`src/hw/rtl/assert_macros.svh`:
```
// Assertion helpers used by the top-level receiver.
`ifndef ASSERT_MACROS_SVH
`define ASSERT_MACROS_SVH

// Checks an implication-style property on every clock edge outside reset.
`define ASSERT_CLK(label, clk, rst_n, prop, msg) \
    label: assert property (@(posedge clk) disable iff (!rst_n) prop) else $error(msg);

// Checks that a condition never holds outside reset.
`define ASSERT_NEVER(label, clk, rst_n, cond, msg) \
    label: assert property (@(posedge clk) disable iff (!rst_n) !(cond)) else $error(msg);

`endif

```
`src/hw/rtl/twslr_pkg.sv`:
```
`default_nettype none

package twslr_pkg;

    localparam int ShiftBits = 64;
    localparam int CountW    = $clog2(ShiftBits + 1);
    localparam int GroupW    = CountW - 2;
    localparam int JobDepth  = 2;
    localparam int JobPtrW   = $clog2(JobDepth);
    localparam int JobCntW   = $clog2(JobDepth + 1);

    localparam logic [2:0] LatchPort = 3'd3;
    localparam int DataBit  = 1;
    localparam int LatchBit = 2;
    localparam int ClockBit = 3;

    typedef struct packed {
        logic [ShiftBits-1:0] word;
        logic [GroupW-1:0]    groups;
    } t_job;

    typedef enum logic {
        BACK_IDLE,
        BACK_EMIT
    } t_back_state;

    function automatic logic [3:0] rev_nibble(input logic [3:0] v);
        rev_nibble = {v[0], v[1], v[2], v[3]};
    endfunction

endpackage

`default_nettype wire

```
`src/hw/rtl/twslr_front.sv`:
```
`default_nettype none

module twslr_front (
    input  wire logic                i_clk,
    input  wire logic                i_rst_n,
    input  wire logic                i_fire,
    input  wire logic [2:0]          i_port_number,
    input  wire logic [7:0]          i_port_byte,
    output logic                     o_job_push,
    output twslr_pkg::t_job          o_job
);

    logic [twslr_pkg::ShiftBits-1:0] r_word;
    logic [twslr_pkg::ShiftBits-1:0] n_word;
    logic [twslr_pkg::CountW-1:0]    r_count;
    logic [twslr_pkg::CountW-1:0]    n_count;
    logic                            r_prev_clock;
    logic                            n_prev_clock;
    logic                            r_prev_latch;
    logic                            n_prev_latch;

    logic                            w_data;
    logic                            w_latch;
    logic                            w_clock;
    logic                            w_act;
    logic                            w_clock_rise;
    logic                            w_latch_fall;
    logic [twslr_pkg::ShiftBits-1:0] w_word_sh;
    logic [twslr_pkg::CountW-1:0]    w_count_sh;

    always_comb begin
        w_data       = i_port_byte[twslr_pkg::DataBit];
        w_latch      = i_port_byte[twslr_pkg::LatchBit];
        w_clock      = i_port_byte[twslr_pkg::ClockBit];
        w_act        = i_fire && (i_port_number == twslr_pkg::LatchPort);
        w_clock_rise = !r_prev_clock && w_clock;
        w_latch_fall = r_prev_latch && !w_latch;

        // The clock edge is applied first, so a bit shifted by this write is latched too.
        w_word_sh  = w_clock_rise ? {r_word[twslr_pkg::ShiftBits-2:0], w_data} : r_word;
        w_count_sh = r_count;
        if (w_clock_rise && (r_count != twslr_pkg::CountW'(twslr_pkg::ShiftBits))) begin
            w_count_sh = r_count + twslr_pkg::CountW'(1);
        end

        n_word       = r_word;
        n_count      = r_count;
        n_prev_clock = r_prev_clock;
        n_prev_latch = r_prev_latch;
        o_job_push   = 1'b0;
        o_job.word   = w_word_sh;
        o_job.groups = w_count_sh[twslr_pkg::CountW-1:2];

        if (w_act) begin
            n_prev_clock = w_clock;
            n_prev_latch = w_latch;
            if (w_latch_fall) begin
                o_job_push = 1'b1;
                n_word     = '0;
                n_count    = '0;
            end else begin
                n_word  = w_word_sh;
                n_count = w_count_sh;
            end
        end
    end

    always_ff @(posedge i_clk) begin
        if (!i_rst_n) begin
            r_word       <= '0;
            r_count      <= '0;
            r_prev_clock <= 1'b1;
            r_prev_latch <= 1'b1;
        end else begin
            r_word       <= n_word;
            r_count      <= n_count;
            r_prev_clock <= n_prev_clock;
            r_prev_latch <= n_prev_latch;
        end
    end

endmodule

`default_nettype wire

```
`src/hw/rtl/twslr_jobq.sv`:
```
`default_nettype none

module twslr_jobq (
    input  wire logic            i_clk,
    input  wire logic            i_rst_n,
    input  wire logic            i_push,
    input  wire twslr_pkg::t_job i_job,
    input  wire logic            i_pop,
    output logic                 o_full,
    output logic                 o_empty,
    output twslr_pkg::t_job      o_job
);

    twslr_pkg::t_job                r_slot [twslr_pkg::JobDepth];
    logic [twslr_pkg::JobPtrW-1:0]  r_wptr;
    logic [twslr_pkg::JobPtrW-1:0]  r_rptr;
    logic [twslr_pkg::JobCntW-1:0]  r_count;
    logic                           w_do_push;
    logic                           w_do_pop;

    always_comb begin
        o_full    = (r_count == twslr_pkg::JobCntW'(twslr_pkg::JobDepth));
        o_empty   = (r_count == '0);
        o_job     = r_slot[r_rptr];
        w_do_push = i_push && !o_full;
        w_do_pop  = i_pop && !o_empty;
    end

    always_ff @(posedge i_clk) begin
        if (w_do_push) begin
            r_slot[r_wptr] <= i_job;
        end
    end

    always_ff @(posedge i_clk) begin
        if (!i_rst_n) begin
            r_wptr  <= '0;
            r_rptr  <= '0;
            r_count <= '0;
        end else begin
            if (w_do_push) begin
                r_wptr <= r_wptr + twslr_pkg::JobPtrW'(1);
            end
            if (w_do_pop) begin
                r_rptr <= r_rptr + twslr_pkg::JobPtrW'(1);
            end
            if (w_do_push && !w_do_pop) begin
                r_count <= r_count + twslr_pkg::JobCntW'(1);
            end else if (w_do_pop && !w_do_push) begin
                r_count <= r_count - twslr_pkg::JobCntW'(1);
            end
        end
    end

endmodule

`default_nettype wire

```
`src/hw/rtl/twslr_back.sv`:
```
`default_nettype none

module twslr_back (
    input  wire logic            i_clk,
    input  wire logic            i_rst_n,
    input  wire logic            i_job_empty,
    input  wire twslr_pkg::t_job i_job,
    output logic                 o_job_pop,
    input  wire logic            pop,
    output logic                 empty,
    output logic                 o_is_address,
    output logic [3:0]           o_nibble,
    output logic [3:0]           o_nibble_index,
    output logic                 o_last
);

    twslr_pkg::t_back_state          r_state;
    twslr_pkg::t_back_state          n_state;
    logic [twslr_pkg::ShiftBits-1:0] r_word;
    logic [twslr_pkg::ShiftBits-1:0] n_word;
    logic [twslr_pkg::GroupW-1:0]    r_groups;
    logic [twslr_pkg::GroupW-1:0]    n_groups;
    logic [3:0]                      r_k;
    logic [3:0]                      n_k;

    logic                            r_out_valid;
    logic                            n_out_valid;
    logic                            r_is_address;
    logic                            n_is_address;
    logic [3:0]                      r_nibble;
    logic [3:0]                      n_nibble;
    logic [3:0]                      r_index;
    logic [3:0]                      n_index;
    logic                            r_last;
    logic                            n_last;

    logic                            w_slot_free;
    logic [4:0]                      w_k_next;
    logic                            w_is_last;

    always_comb begin
        w_slot_free = !r_out_valid || pop;
        w_k_next    = {1'b0, r_k} + 5'd1;
        // The address result alone closes the event when fewer than two groups were counted.
        if (r_k == 4'd0) begin
            w_is_last = (r_groups < twslr_pkg::GroupW'(2));
        end else begin
            w_is_last = (w_k_next == 5'(r_groups));
        end

        n_state      = r_state;
        n_word       = r_word;
        n_groups     = r_groups;
        n_k          = r_k;
        n_out_valid  = r_out_valid && !pop;
        n_is_address = r_is_address;
        n_nibble     = r_nibble;
        n_index      = r_index;
        n_last       = r_last;
        o_job_pop    = 1'b0;

        case (r_state)
            twslr_pkg::BACK_IDLE: begin
                if (!i_job_empty) begin
                    o_job_pop = 1'b1;
                    n_word    = i_job.word;
                    n_groups  = i_job.groups;
                    n_k       = 4'd0;
                    n_state   = twslr_pkg::BACK_EMIT;
                end
            end
            twslr_pkg::BACK_EMIT: begin
                if (w_slot_free) begin
                    n_out_valid  = 1'b1;
                    n_is_address = (r_k == 4'd0);
                    n_nibble     = twslr_pkg::rev_nibble(r_word[3:0]);
                    n_index      = (r_k == 4'd0) ? 4'd0 : r_k - 4'd1;
                    n_last       = w_is_last;
                    n_word       = r_word >> 4;
                    n_k          = w_k_next[3:0];
                    if (w_is_last) begin
                        n_state = twslr_pkg::BACK_IDLE;
                    end
                end
            end
            default: begin
                n_state = twslr_pkg::BACK_IDLE;
            end
        endcase

        empty          = !r_out_valid;
        o_is_address   = r_is_address;
        o_nibble       = r_nibble;
        o_nibble_index = r_index;
        o_last         = r_last;
    end

    always_ff @(posedge i_clk) begin
        if (!i_rst_n) begin
            r_state     <= twslr_pkg::BACK_IDLE;
            r_out_valid <= 1'b0;
        end else begin
            r_state     <= n_state;
            r_out_valid <= n_out_valid;
        end
    end

    always_ff @(posedge i_clk) begin
        r_word       <= n_word;
        r_groups     <= n_groups;
        r_k          <= n_k;
        r_is_address <= n_is_address;
        r_nibble     <= n_nibble;
        r_index      <= n_index;
        r_last       <= n_last;
    end

endmodule

`default_nettype wire

```
`src/hw/rtl/three_wire_serial_latch_receiver.sv`:
```
// Port writes are accepted every cycle while the two-entry transaction queue between the
// front and back parts has room.
// A latch event's write pushes it into the queue; the back part then loads it and registers
// its results onto the result ports, one result per cycle (up to sixteen) while results are
// popped as they appear, and loads the next event only after the current one's last result.
// Reset is synchronous and active low: it empties both queues, clears the shift register and
// bit counter, and sets the remembered clock and latch lines high.
`default_nettype none

`include "assert_macros.svh"

module three_wire_serial_latch_receiver (
    input  wire logic       i_clk,
    input  wire logic       i_rst_n,
    input  wire logic       push,
    output logic            full,
    input  wire logic [2:0] i_port_number,
    input  wire logic [7:0] i_port_byte,
    output logic            empty,
    input  wire logic       pop,
    output logic            o_is_address,
    output logic [3:0]      o_nibble,
    output logic [3:0]      o_nibble_index,
    output logic            o_last
);

    logic            w_fire;
    logic            w_q_push;
    logic            w_q_full;
    logic            w_q_empty;
    logic            w_q_pop;
    twslr_pkg::t_job w_job_in;
    twslr_pkg::t_job w_job_out;

    assign full   = w_q_full;
    assign w_fire = push && !w_q_full;

    twslr_front u_front (
        .i_clk         (i_clk),
        .i_rst_n       (i_rst_n),
        .i_fire        (w_fire),
        .i_port_number (i_port_number),
        .i_port_byte   (i_port_byte),
        .o_job_push    (w_q_push),
        .o_job         (w_job_in)
    );

    twslr_jobq u_jobq (
        .i_clk   (i_clk),
        .i_rst_n (i_rst_n),
        .i_push  (w_q_push),
        .i_job   (w_job_in),
        .i_pop   (w_q_pop),
        .o_full  (w_q_full),
        .o_empty (w_q_empty),
        .o_job   (w_job_out)
    );

    twslr_back u_back (
        .i_clk          (i_clk),
        .i_rst_n        (i_rst_n),
        .i_job_empty    (w_q_empty),
        .i_job          (w_job_out),
        .o_job_pop      (w_q_pop),
        .pop            (pop),
        .empty          (empty),
        .o_is_address   (o_is_address),
        .o_nibble       (o_nibble),
        .o_nibble_index (o_nibble_index),
        .o_last         (o_last)
    );

    `ASSERT_NEVER(a_q_full_and_empty, i_clk, i_rst_n, w_q_full && w_q_empty, "job queue full and empty")
    `ASSERT_CLK(a_push_has_room, i_clk, i_rst_n, w_q_push |-> !w_q_full, "job pushed into full queue")
    `ASSERT_CLK(a_pop_has_job, i_clk, i_rst_n, w_q_pop |-> !w_q_empty, "job popped from empty queue")
    `ASSERT_CLK(a_addr_index_zero, i_clk, i_rst_n, (!empty && o_is_address) |-> (o_nibble_index == 4'd0), "address result with nonzero index")

endmodule

`default_nettype wire
```
`config.mk`:
```
export PLATFORM = sky130hd
export DESIGN_NAME = three_wire_serial_latch_receiver
export DESIGN_NICKNAME = d
export VERILOG_FILES = /design/src/hw/rtl/twslr_pkg.sv /design/src/hw/rtl/twslr_front.sv /design/src/hw/rtl/twslr_jobq.sv /design/src/hw/rtl/twslr_back.sv /design/src/hw/rtl/three_wire_serial_latch_receiver.sv
export VERILOG_INCLUDE_DIRS = /design/src /design/src/hw/rtl
export SDC_FILE = /design/constraint.sdc
export NUM_CORES = 1
export LEC_CHECK = 0
export BUFFER_PORTS_ARGS = -buffer_cell sky130_fd_sc_hd__buf_2
export CAP_MARGIN = 30
export CORE_MARGIN = 1.5
export CORE_UTILIZATION = 62
export CTS_CLUSTER_DIAMETER = 200
export CTS_CLUSTER_SIZE = 10
export DETAILED_ROUTE_END_ITERATION = 8
export HOLD_SLACK_MARGIN = 0.08
export PLACE_DENSITY = 0.79
export SYNTH_ARGS = -nofsm -noshare
export SYNTH_HDL_FRONTEND = slang
export SYNTH_SLANG_ARGS = --single-unit
```
`constraint.sdc`:
```
create_clock -name i_clk -period 9 [get_ports i_clk]
set_clock_uncertainty 0.1 [all_clocks]
set_input_delay 1.8 -clock i_clk [delete_from_list [all_inputs] [get_ports i_clk]]
set_output_delay 1.8 -clock i_clk [all_outputs]
set_load 0.02 [all_outputs]
```
==> metrics.md, run 1 <==
| Metric | Value |
|---|---|
| RSZ-0062 raised after global routing | `false` |
| FF-to-FF setup slack | `6660 ps` |
| Data arrival at the endpoint of the critical path | `3480 ps` |
| Post-Syn Instances | `920` |
| Clock tree root buffer cell | `sky130_fd_sc_hd__clkbuf_16` |
| Share of the synthesized area in the top cell type | `55.9%` |
| Hold-fix buffer count after cts | `0` |
| Critical-path maximum fanout | `69` |
| Placed wire-length estimate after detailed placement | `10400 um` |
| Overall global routing resource usage | `21.2%` |
| Final Max Tran Viols | `0` |
| Result of the run | `complete, no violations` |
| Number of flops mapped to enable cells by yosys | `221` |
| Maximum number of pins on one net before global-route repair | `82` |
| Via density per instance | `5.87` |
| Worst hold margin | `315 ps` |
| Static leakage | `4.84 nW` |
| Number of antenna violations at the first check in global routing | `0` |
| Worst Reg-to-Reg Cells | `5` |
| Destination of the worst hold path | `u_back.o_nibble[1]` |
| Worst reg2reg path startpoint | `u_jobq.r_count[0]` |
| Number of vias after detailed routing | `6972` |
| Transition time of the tightest slew-check pin | `963 ps` |
| Async SR Flop Fraction | `0%` |
| Worst slack after detailed placement | `5010 ps` |
| Number of sinks handled by clock tree synthesis | `301` |
| Source-to-sink clock delay at the later pin of the worst-skew pair | `490 ps` |
| Slew headroom | `35.8%` |
| Remaining routing DRC violations | `0` |
| Post-route antenna net violation count | `0` |
| Synth Cell Area | `0.0119 mm^2` |
| Min-delay worst type | `flop to flop` |
| Synth Net Count | `940` |
| Synth Register Bits | `301` |
| Fraction of layout instances using a drive strength above 1 | `9.12%` |
| Die span in y | `141 um` |
| Buffers on Ports | `21` |
| Worst R2R End | `u_jobq.r_slot[1][27]` |
| Clk buf depth | `3` |
| Total Power | `3.87 mW` |
| Power density over the cells | `295 mW/mm^2` |
| Type of the setup path with the least slack | `input port to flop` |
| TritonCTS Buffers | `36` |
| Family with the most delay on the worst path | `simple AND/OR/NAND/NOR gates` |
| Final-layout setup total negative slack | `0 ps` |
| Total number of H-tree levels | `2` |
| Period utilisation layout | `38.5%` |
| Nets@finish | `949` |
| Layout overhead on the synthesized area | `10.6%` |
| FMAX | `289 MHz` |
| Number of core rows | `50` |
| Final setup slack of the worst path | `5540 ps` |
| Area of the multi-input gates | `0.00332 mm^2` |
| Worst Hold Depth | `0` |
| Number of antenna cells inserted | `0` |
| Routed wire length per instance | `17.1 um` |
| CTS tree | `yes` |
| I/O pins | `27` |
| Worst Path Buf+Inv | `2` |
| Peak supply drop | `244 uV` |
| Critical-path top delay cell | `sky130_fd_sc_hd__buf_4` |
| Top cells by area in the synthesized netlist | `sky130_fd_sc_hd__edfxtp_1 56%, sky130_fd_sc_hd__dfxtp_1 13%, sky130_fd_sc_hd__nand2_1 8.2%` |
| Overflow left after global routing | `0` |
| Number of hold violations in the final report | `0` |
| Hold path startpoint | `u_back.r_word[2]` |
| First-pass iteration count of the detailed router | `5` |
| Number of global-route vias before repair | `6807` |
| Cell-by-cell trace of the critical path | `buf_2, and4b_1, nand2_4, nor2_1, and2_2, buf_4` |
| First-pass GRT wire length | `33500 um` |
| Crit start category | `input port` |
| Iteration-0 DRC count of the detailed router | `623` |
| Sequential-to-total area share from yosys stat | `69.4%` |
| Clock slew seen by the registers of the worst setup and hold paths | `50 ps` |
| Starting density of the core | `63.4%` |
| Average footprint of a synthesized cell | `12.9 um^2` |
| Sequential Area | `0.00825 mm^2` |
| Buffers inserted by post-CTS timing repair | `0` |
| Max stage delay on crit path | `710 ps` |
| Core outline area | `0.0187 mm^2` |
| Maxcap violations | `0` |
| Number of library cell types mapped by synthesis | `46` |
| Total of warnings raised by yosys | `0` |
| Endpoint required time on the critical path | `9020 ps` |
| Fin crit period | `3460 ps` |
| Number of failing setup endpoints in the final timing report | `0` |
| Main flop type after synthesis | `sky130_fd_sc_hd__edfxtp_1` |
| Capturing element type of the critical path | `flop` |
| DIE AREA | `0.0200 mm^2` |
| Fill cell instance count of the final layout | `1220` |
| Width of the die | `141 um` |
| Routability cong. | `0.735` |
| Resized cells post-CTS | `0` |
| Overall routed net length | `20300 um` |
| Library cell with the largest summed area after synthesis | `sky130_fd_sc_hd__edfxtp_1` |
[per-stage QoR]
step                util [%]  area, um^2  instances
CTS                     70.1       13100       1188
floorplan                  -       11900        920
global placement        64.5       12100       1124
global route            70.1       13100       1188
detailed placement      64.6       12100       1125
finish                  70.1       13100       1188
[worst max path at each step]
stage | endpoint | cells after the start | start
final | u_jobq.r_slot[1][27] | 6 | i_port_number[2]
after global routing | u_front.r_count[6] | 5 | i_rst_n
after CTS | u_jobq.r_slot[1][17] | 6 | i_port_number[2]
after detailed placement | u_jobq.r_slot[1][24] | 6 | i_port_number[2]
after global placement | u_jobq.r_slot[1][22] | 6 | i_port_number[2]
after floorplan | u_jobq.r_slot[0][0] | 3 | i_port_number[2]
[cell usage after synthesis, types with 8 or more instances]
cell	number
sky130_fd_sc_hd__nor2_1	13
sky130_fd_sc_hd__o21ai_0	65
sky130_fd_sc_hd__a32o_1	65
sky130_fd_sc_hd__edfxtp_1	221
sky130_fd_sc_hd__xnor2_1	8
sky130_fd_sc_hd__buf_2	26
sky130_fd_sc_hd__inv_1	8
sky130_fd_sc_hd__clkbuf_1	23
sky130_fd_sc_hd__nand2_1	260
sky130_fd_sc_hd__dfxtp_1	80
sky130_fd_sc_hd__mux2i_1	67
[sequential cells by signal, indices dropped and copies added (netlist names), named ones only]
name,flops
u_back.r_out_valid,1
u_front.r_word,64
u_front.r_prev_clock,1
u_jobq.r_slot,138
u_back.r_k,4
u_back.o_is_address,1
u_front.r_count,7
u_jobq.r_wptr,1
u_back.o_nibble,4
u_front.r_prev_latch,1
u_jobq.r_rptr,1
u_back.r_state,1
u_back.o_nibble_index,4
u_jobq.r_count,2
u_back.r_groups,5
u_back.o_last,1
u_back.r_word,64
[logic make-up (layout without fill, tap and decap cells)]
kind of cell	count (synthesis)	count (layout)	share of synthesized area, %
and+or+nand+nor	313	313	10.8
AOI/OAI and AO/OA	146	146	9.24
buffers and inverters	69	103	2.80
muxes	72	72	6.13
DFF	301	301	69.4
adders and majority gates	5	5	0.527
xor gates and xnor gates	14	14	1.03
[layout make-up]
type	instances	area share [%]
inverter	8	0.229
tap	234	2.23
clock inverter	1	0.0668
clock buffer	62	7.77
timing repair buffer	32	1.58
sequential	301	62.8
multi-input combinational	550	25.3
[per-layer routing]
metal / up-vias / global-route usage (%) / part of all wire (%)
li1: 3381 / - / -
met1: 3389 / 26.6 / 42
met2: 169 / 36.8 / 51
met3: 33 / 3.85 / 4.7
met4: 0 / 8.00 / 1.8
met5: - / 0 / 0
[cell usage in the layout, fill, tap and decap left out, types with 2 or more instances in the layout]
cell                          n
sky130_fd_sc_hd__edfxtp_1   221
sky130_fd_sc_hd__and2_1       5
sky130_fd_sc_hd__nor3_1       2
sky130_fd_sc_hd__nand2b_2     2
sky130_fd_sc_hd__nand2b_1     3
sky130_fd_sc_hd__xnor2_1      8
sky130_fd_sc_hd__nand3_1      6
sky130_fd_sc_hd__clkbuf_1    25
sky130_fd_sc_hd__nor2b_1      5
sky130_fd_sc_hd__nand2_1    260
sky130_fd_sc_hd__dfxtp_1     78
sky130_fd_sc_hd__or3_1        2
sky130_fd_sc_hd__a32o_1      65
sky130_fd_sc_hd__buf_4       10
sky130_fd_sc_hd__mux2_2       5
sky130_fd_sc_hd__ha_1         5
sky130_fd_sc_hd__nor2_1      13
sky130_fd_sc_hd__mux2i_1     67
sky130_fd_sc_hd__inv_1        8
sky130_fd_sc_hd__o21ai_0     65
sky130_fd_sc_hd__a21boi_0     3
sky130_fd_sc_hd__buf_2       21
sky130_fd_sc_hd__clkbuf_16   37
sky130_fd_sc_hd__o31ai_1      2
sky130_fd_sc_hd__nor4_1       2
sky130_fd_sc_hd__xor2_1       6
sky130_fd_sc_hd__nand4_1      3
sky130_fd_sc_hd__dfxtp_4      2
[where the power goes]
group	internal, mW	total [mW]	switching (mW)	leakage [nW]
clock	0.764	1.26	0.499	0.490
combinational	0.227	0.671	0.445	1.44
sequential	1.83	1.94	0.104	2.90
No activity file was read; power rests on OpenSTA's default activity.
==> run 2, diff against run 1 <==
==> constraint.sdc (replaced) <==
create_clock -name i_clk -period 3.2 [get_ports i_clk]
set_clock_uncertainty 0.1 [all_clocks]
set_input_delay 0.64 -clock i_clk [delete_from_list [all_inputs] [get_ports i_clk]]
set_output_delay 0.64 -clock i_clk [all_outputs]
set_load 0.02 [all_outputs]
==> metrics.md, run 2 (synthesis results as in run 1) <==
| Metric | Value |
|---|---|
| Result of the run | `complete, no violations` |
| Commonest cells after routing, fill and taps aside | `260 x sky130_fd_sc_hd__nand2_1, 221 x sky130_fd_sc_hd__edfxtp_1, 78 x sky130_fd_sc_hd__dfxtp_1, 67 x sky130_fd_sc_hd__mux2i_1` |
| Routed wire length per instance | `17.3 um` |
| Critical-path top delay cell | `sky130_fd_sc_hd__buf_4` |
| Destination of the worst hold path | `u_front.r_prev_latch` |
| Overall global routing resource usage | `21.4%` |
| Core occupancy in the finished layout | `70.6%` |
| TritonCTS Buffers | `36` |
| First-pass iteration count of the detailed router | `5` |
| Number of hold violations in the final report | `0` |
| Buffers inserted by post-CTS timing repair | `0` |
| Final setup slack of the worst path | `823 ps` |
| I/O pins | `27` |
| CTS tree | `yes` |
| Largest registers ranked by flip-flop count | `u_jobq.r_slot (138), u_back.r_word (64), u_front.r_word (64)` |
| Core outline area | `0.0187 mm^2` |
| Buffers on Ports | `21` |
| Max stage delay on crit path | `670 ps` |
| Total number of H-tree levels | `2` |
| Number of antenna cells inserted | `0` |
| Worst reg2reg path startpoint | `u_back.r_state` |
| Worst R2R End | `u_back.r_word[47]` |
| Worst slack after detailed placement | `558 ps` |
| Cell area after layout | `0.0132 mm^2` |
| Maxcap violations | `0` |
| Placed wire-length estimate after detailed placement | `11200 um` |
| Inst Count DP | `1129` |
| Cell Area, Placed | `0.0122 mm^2` |
| Final-layout setup total negative slack | `0 ps` |
| Hold path startpoint | `i_port_byte[2]` |
| Worst Hold Depth | `3` |
| Crit start category | `flop` |
| Most frequent standard cell in the layout excluding fill and tap cells | `sky130_fd_sc_hd__nand2_1` |
| Final Non-Filler Cells | `1195` |
| Period utilisation layout | `74.3%` |
| Cell-by-cell trace of the critical path | `inv_1, o21ai_0, inv_1, or2_2, buf_4` |
| Maximum number of pins on one net before global-route repair | `112` |
| Number of global-route vias before repair | `6885` |
| DIE AREA | `0.0200 mm^2` |
| Peak supply drop | `701 uV` |
| Post-route antenna net violation count | `0` |
| Resized cells post-CTS | `0` |
| Capturing element type of the critical path | `flop` |
| Transition time of the tightest slew-check pin | `930 ps` |
| Register with the highest flop count | `u_jobq.r_slot` |
| Hold-fix buffer count after cts | `0` |
| Final Max Tran Viols | `0` |
| Fin crit period | `2380 ps` |
| Clk buf depth | `3` |
| Layout overhead on the synthesized area | `11.4%` |
| Number of failing setup endpoints in the final timing report | `0` |
| Slew headroom | `38.0%` |
| Endpoint required time on the critical path | `3230 ps` |
| Fraction of layout instances using a drive strength above 1 | `9.68%` |
| Worst Reg-to-Reg Cells | `5` |
| Type of the setup path with the least slack | `flop to flop` |
| Via density per instance | `5.87` |
| Nets@finish | `953` |
| Die span in y | `141 um` |
| Width of the die | `141 um` |
| Starting density of the core | `63.4%` |
| Source-to-sink clock delay at the later pin of the worst-skew pair | `500 ps` |
| Overflow left after global routing | `0` |
| Number of vias after detailed routing | `7019` |
| Number of antenna violations at the first check in global routing | `0` |
| Iteration-0 DRC count of the detailed router | `423` |
| FF-to-FF setup slack | `820 ps` |
| Overall routed net length | `20700 um` |
| RSZ-0062 raised after global routing | `false` |
| Critical-path maximum fanout | `68` |
| Min-delay worst type | `input port to flop` |
| Static leakage | `4.87 nW` |
| First-pass GRT wire length | `33900 um` |
| Number of core rows | `50` |
| Remaining routing DRC violations | `0` |
| FMAX | `421 MHz` |
| Most frequent cell on the critical path | `sky130_fd_sc_hd__inv_1` |
| Clock slew seen by the registers of the worst setup and hold paths | `60 ps` |
| Power density over the cells | `833 mW/mm^2` |
| Routability cong. | `0.732` |
| Number of sinks handled by clock tree synthesis | `301` |
| Data arrival at the endpoint of the critical path | `2400 ps` |
| Clock tree root buffer cell | `sky130_fd_sc_hd__clkbuf_16` |
| Number of flip-flops in the largest register | `138` |
==> run 2: worst max-delay path, delay by kind of cell, from the launching register on <==
kind	cells	cell delay, ps
flops	1	360
simple gates	1	160
compound gates	1	210
buf+inv	3	1090
==> run 2: metrics by stage <==
stage	hold WS [ps]	power [mW]
final	295	11.0
after global routing	308	11.5
after global placement	302	7.37
after detailed placement	306	7.49
after CTS	282	11.1
after floorplan	300	6.90
==> run 2: worst max path at each step <==
stage                     startpoint              endpoint  slack (ps)  cells past startpoint
detailed placement  i_port_number[2]  u_jobq.r_slot[1][68]         560                      6
CTS                   u_back.r_state     u_back.r_word[34]         830                      5
global route          u_back.r_state     u_back.r_word[34]         680                      5
global placement    i_port_number[2]  u_jobq.r_slot[1][68]         600                      6
finish                u_back.r_state     u_back.r_word[47]         820                      5
floorplan           i_port_number[2]   u_jobq.r_slot[0][0]         -80                      3
==> run 2: cell type report <==
type | count | area [um^2]
Clock buffer | 63 | 1020
Multi-Input combinational cell | 550 | 3320
Tap cell | 234 | 293
Clock inverter | 3 | 26.3
Timing Repair Buffer | 36 | 275
Sequential cell | 301 | 8250
Fill cell | 1230 | 5490
Inverter | 8 | 30.0
==> run 2: routing by layer <==
| metal | GRT usage, % | up-vias | wire, um |
|---|---|---|---|
| met1 | 26.4 | 3437 | 8910 |
| met5 | 0 | - | 0 |
| met3 | 3.34 | 41 | 827 |
| li1 | - | 3393 | - |
| met4 | 7.62 | 0 | 417 |
| met2 | 38.3 | 148 | 10500 |
==> run 2: power breakdown <==
group | switching (mW) | internal [mW] | total [mW] | leakage (nW)
combinational | 1.26 | 0.658 | 1.92 | 1.47
clock | 1.44 | 2.17 | 3.61 | 0.500
sequential | 0.320 | 5.16 | 5.48 | 2.90
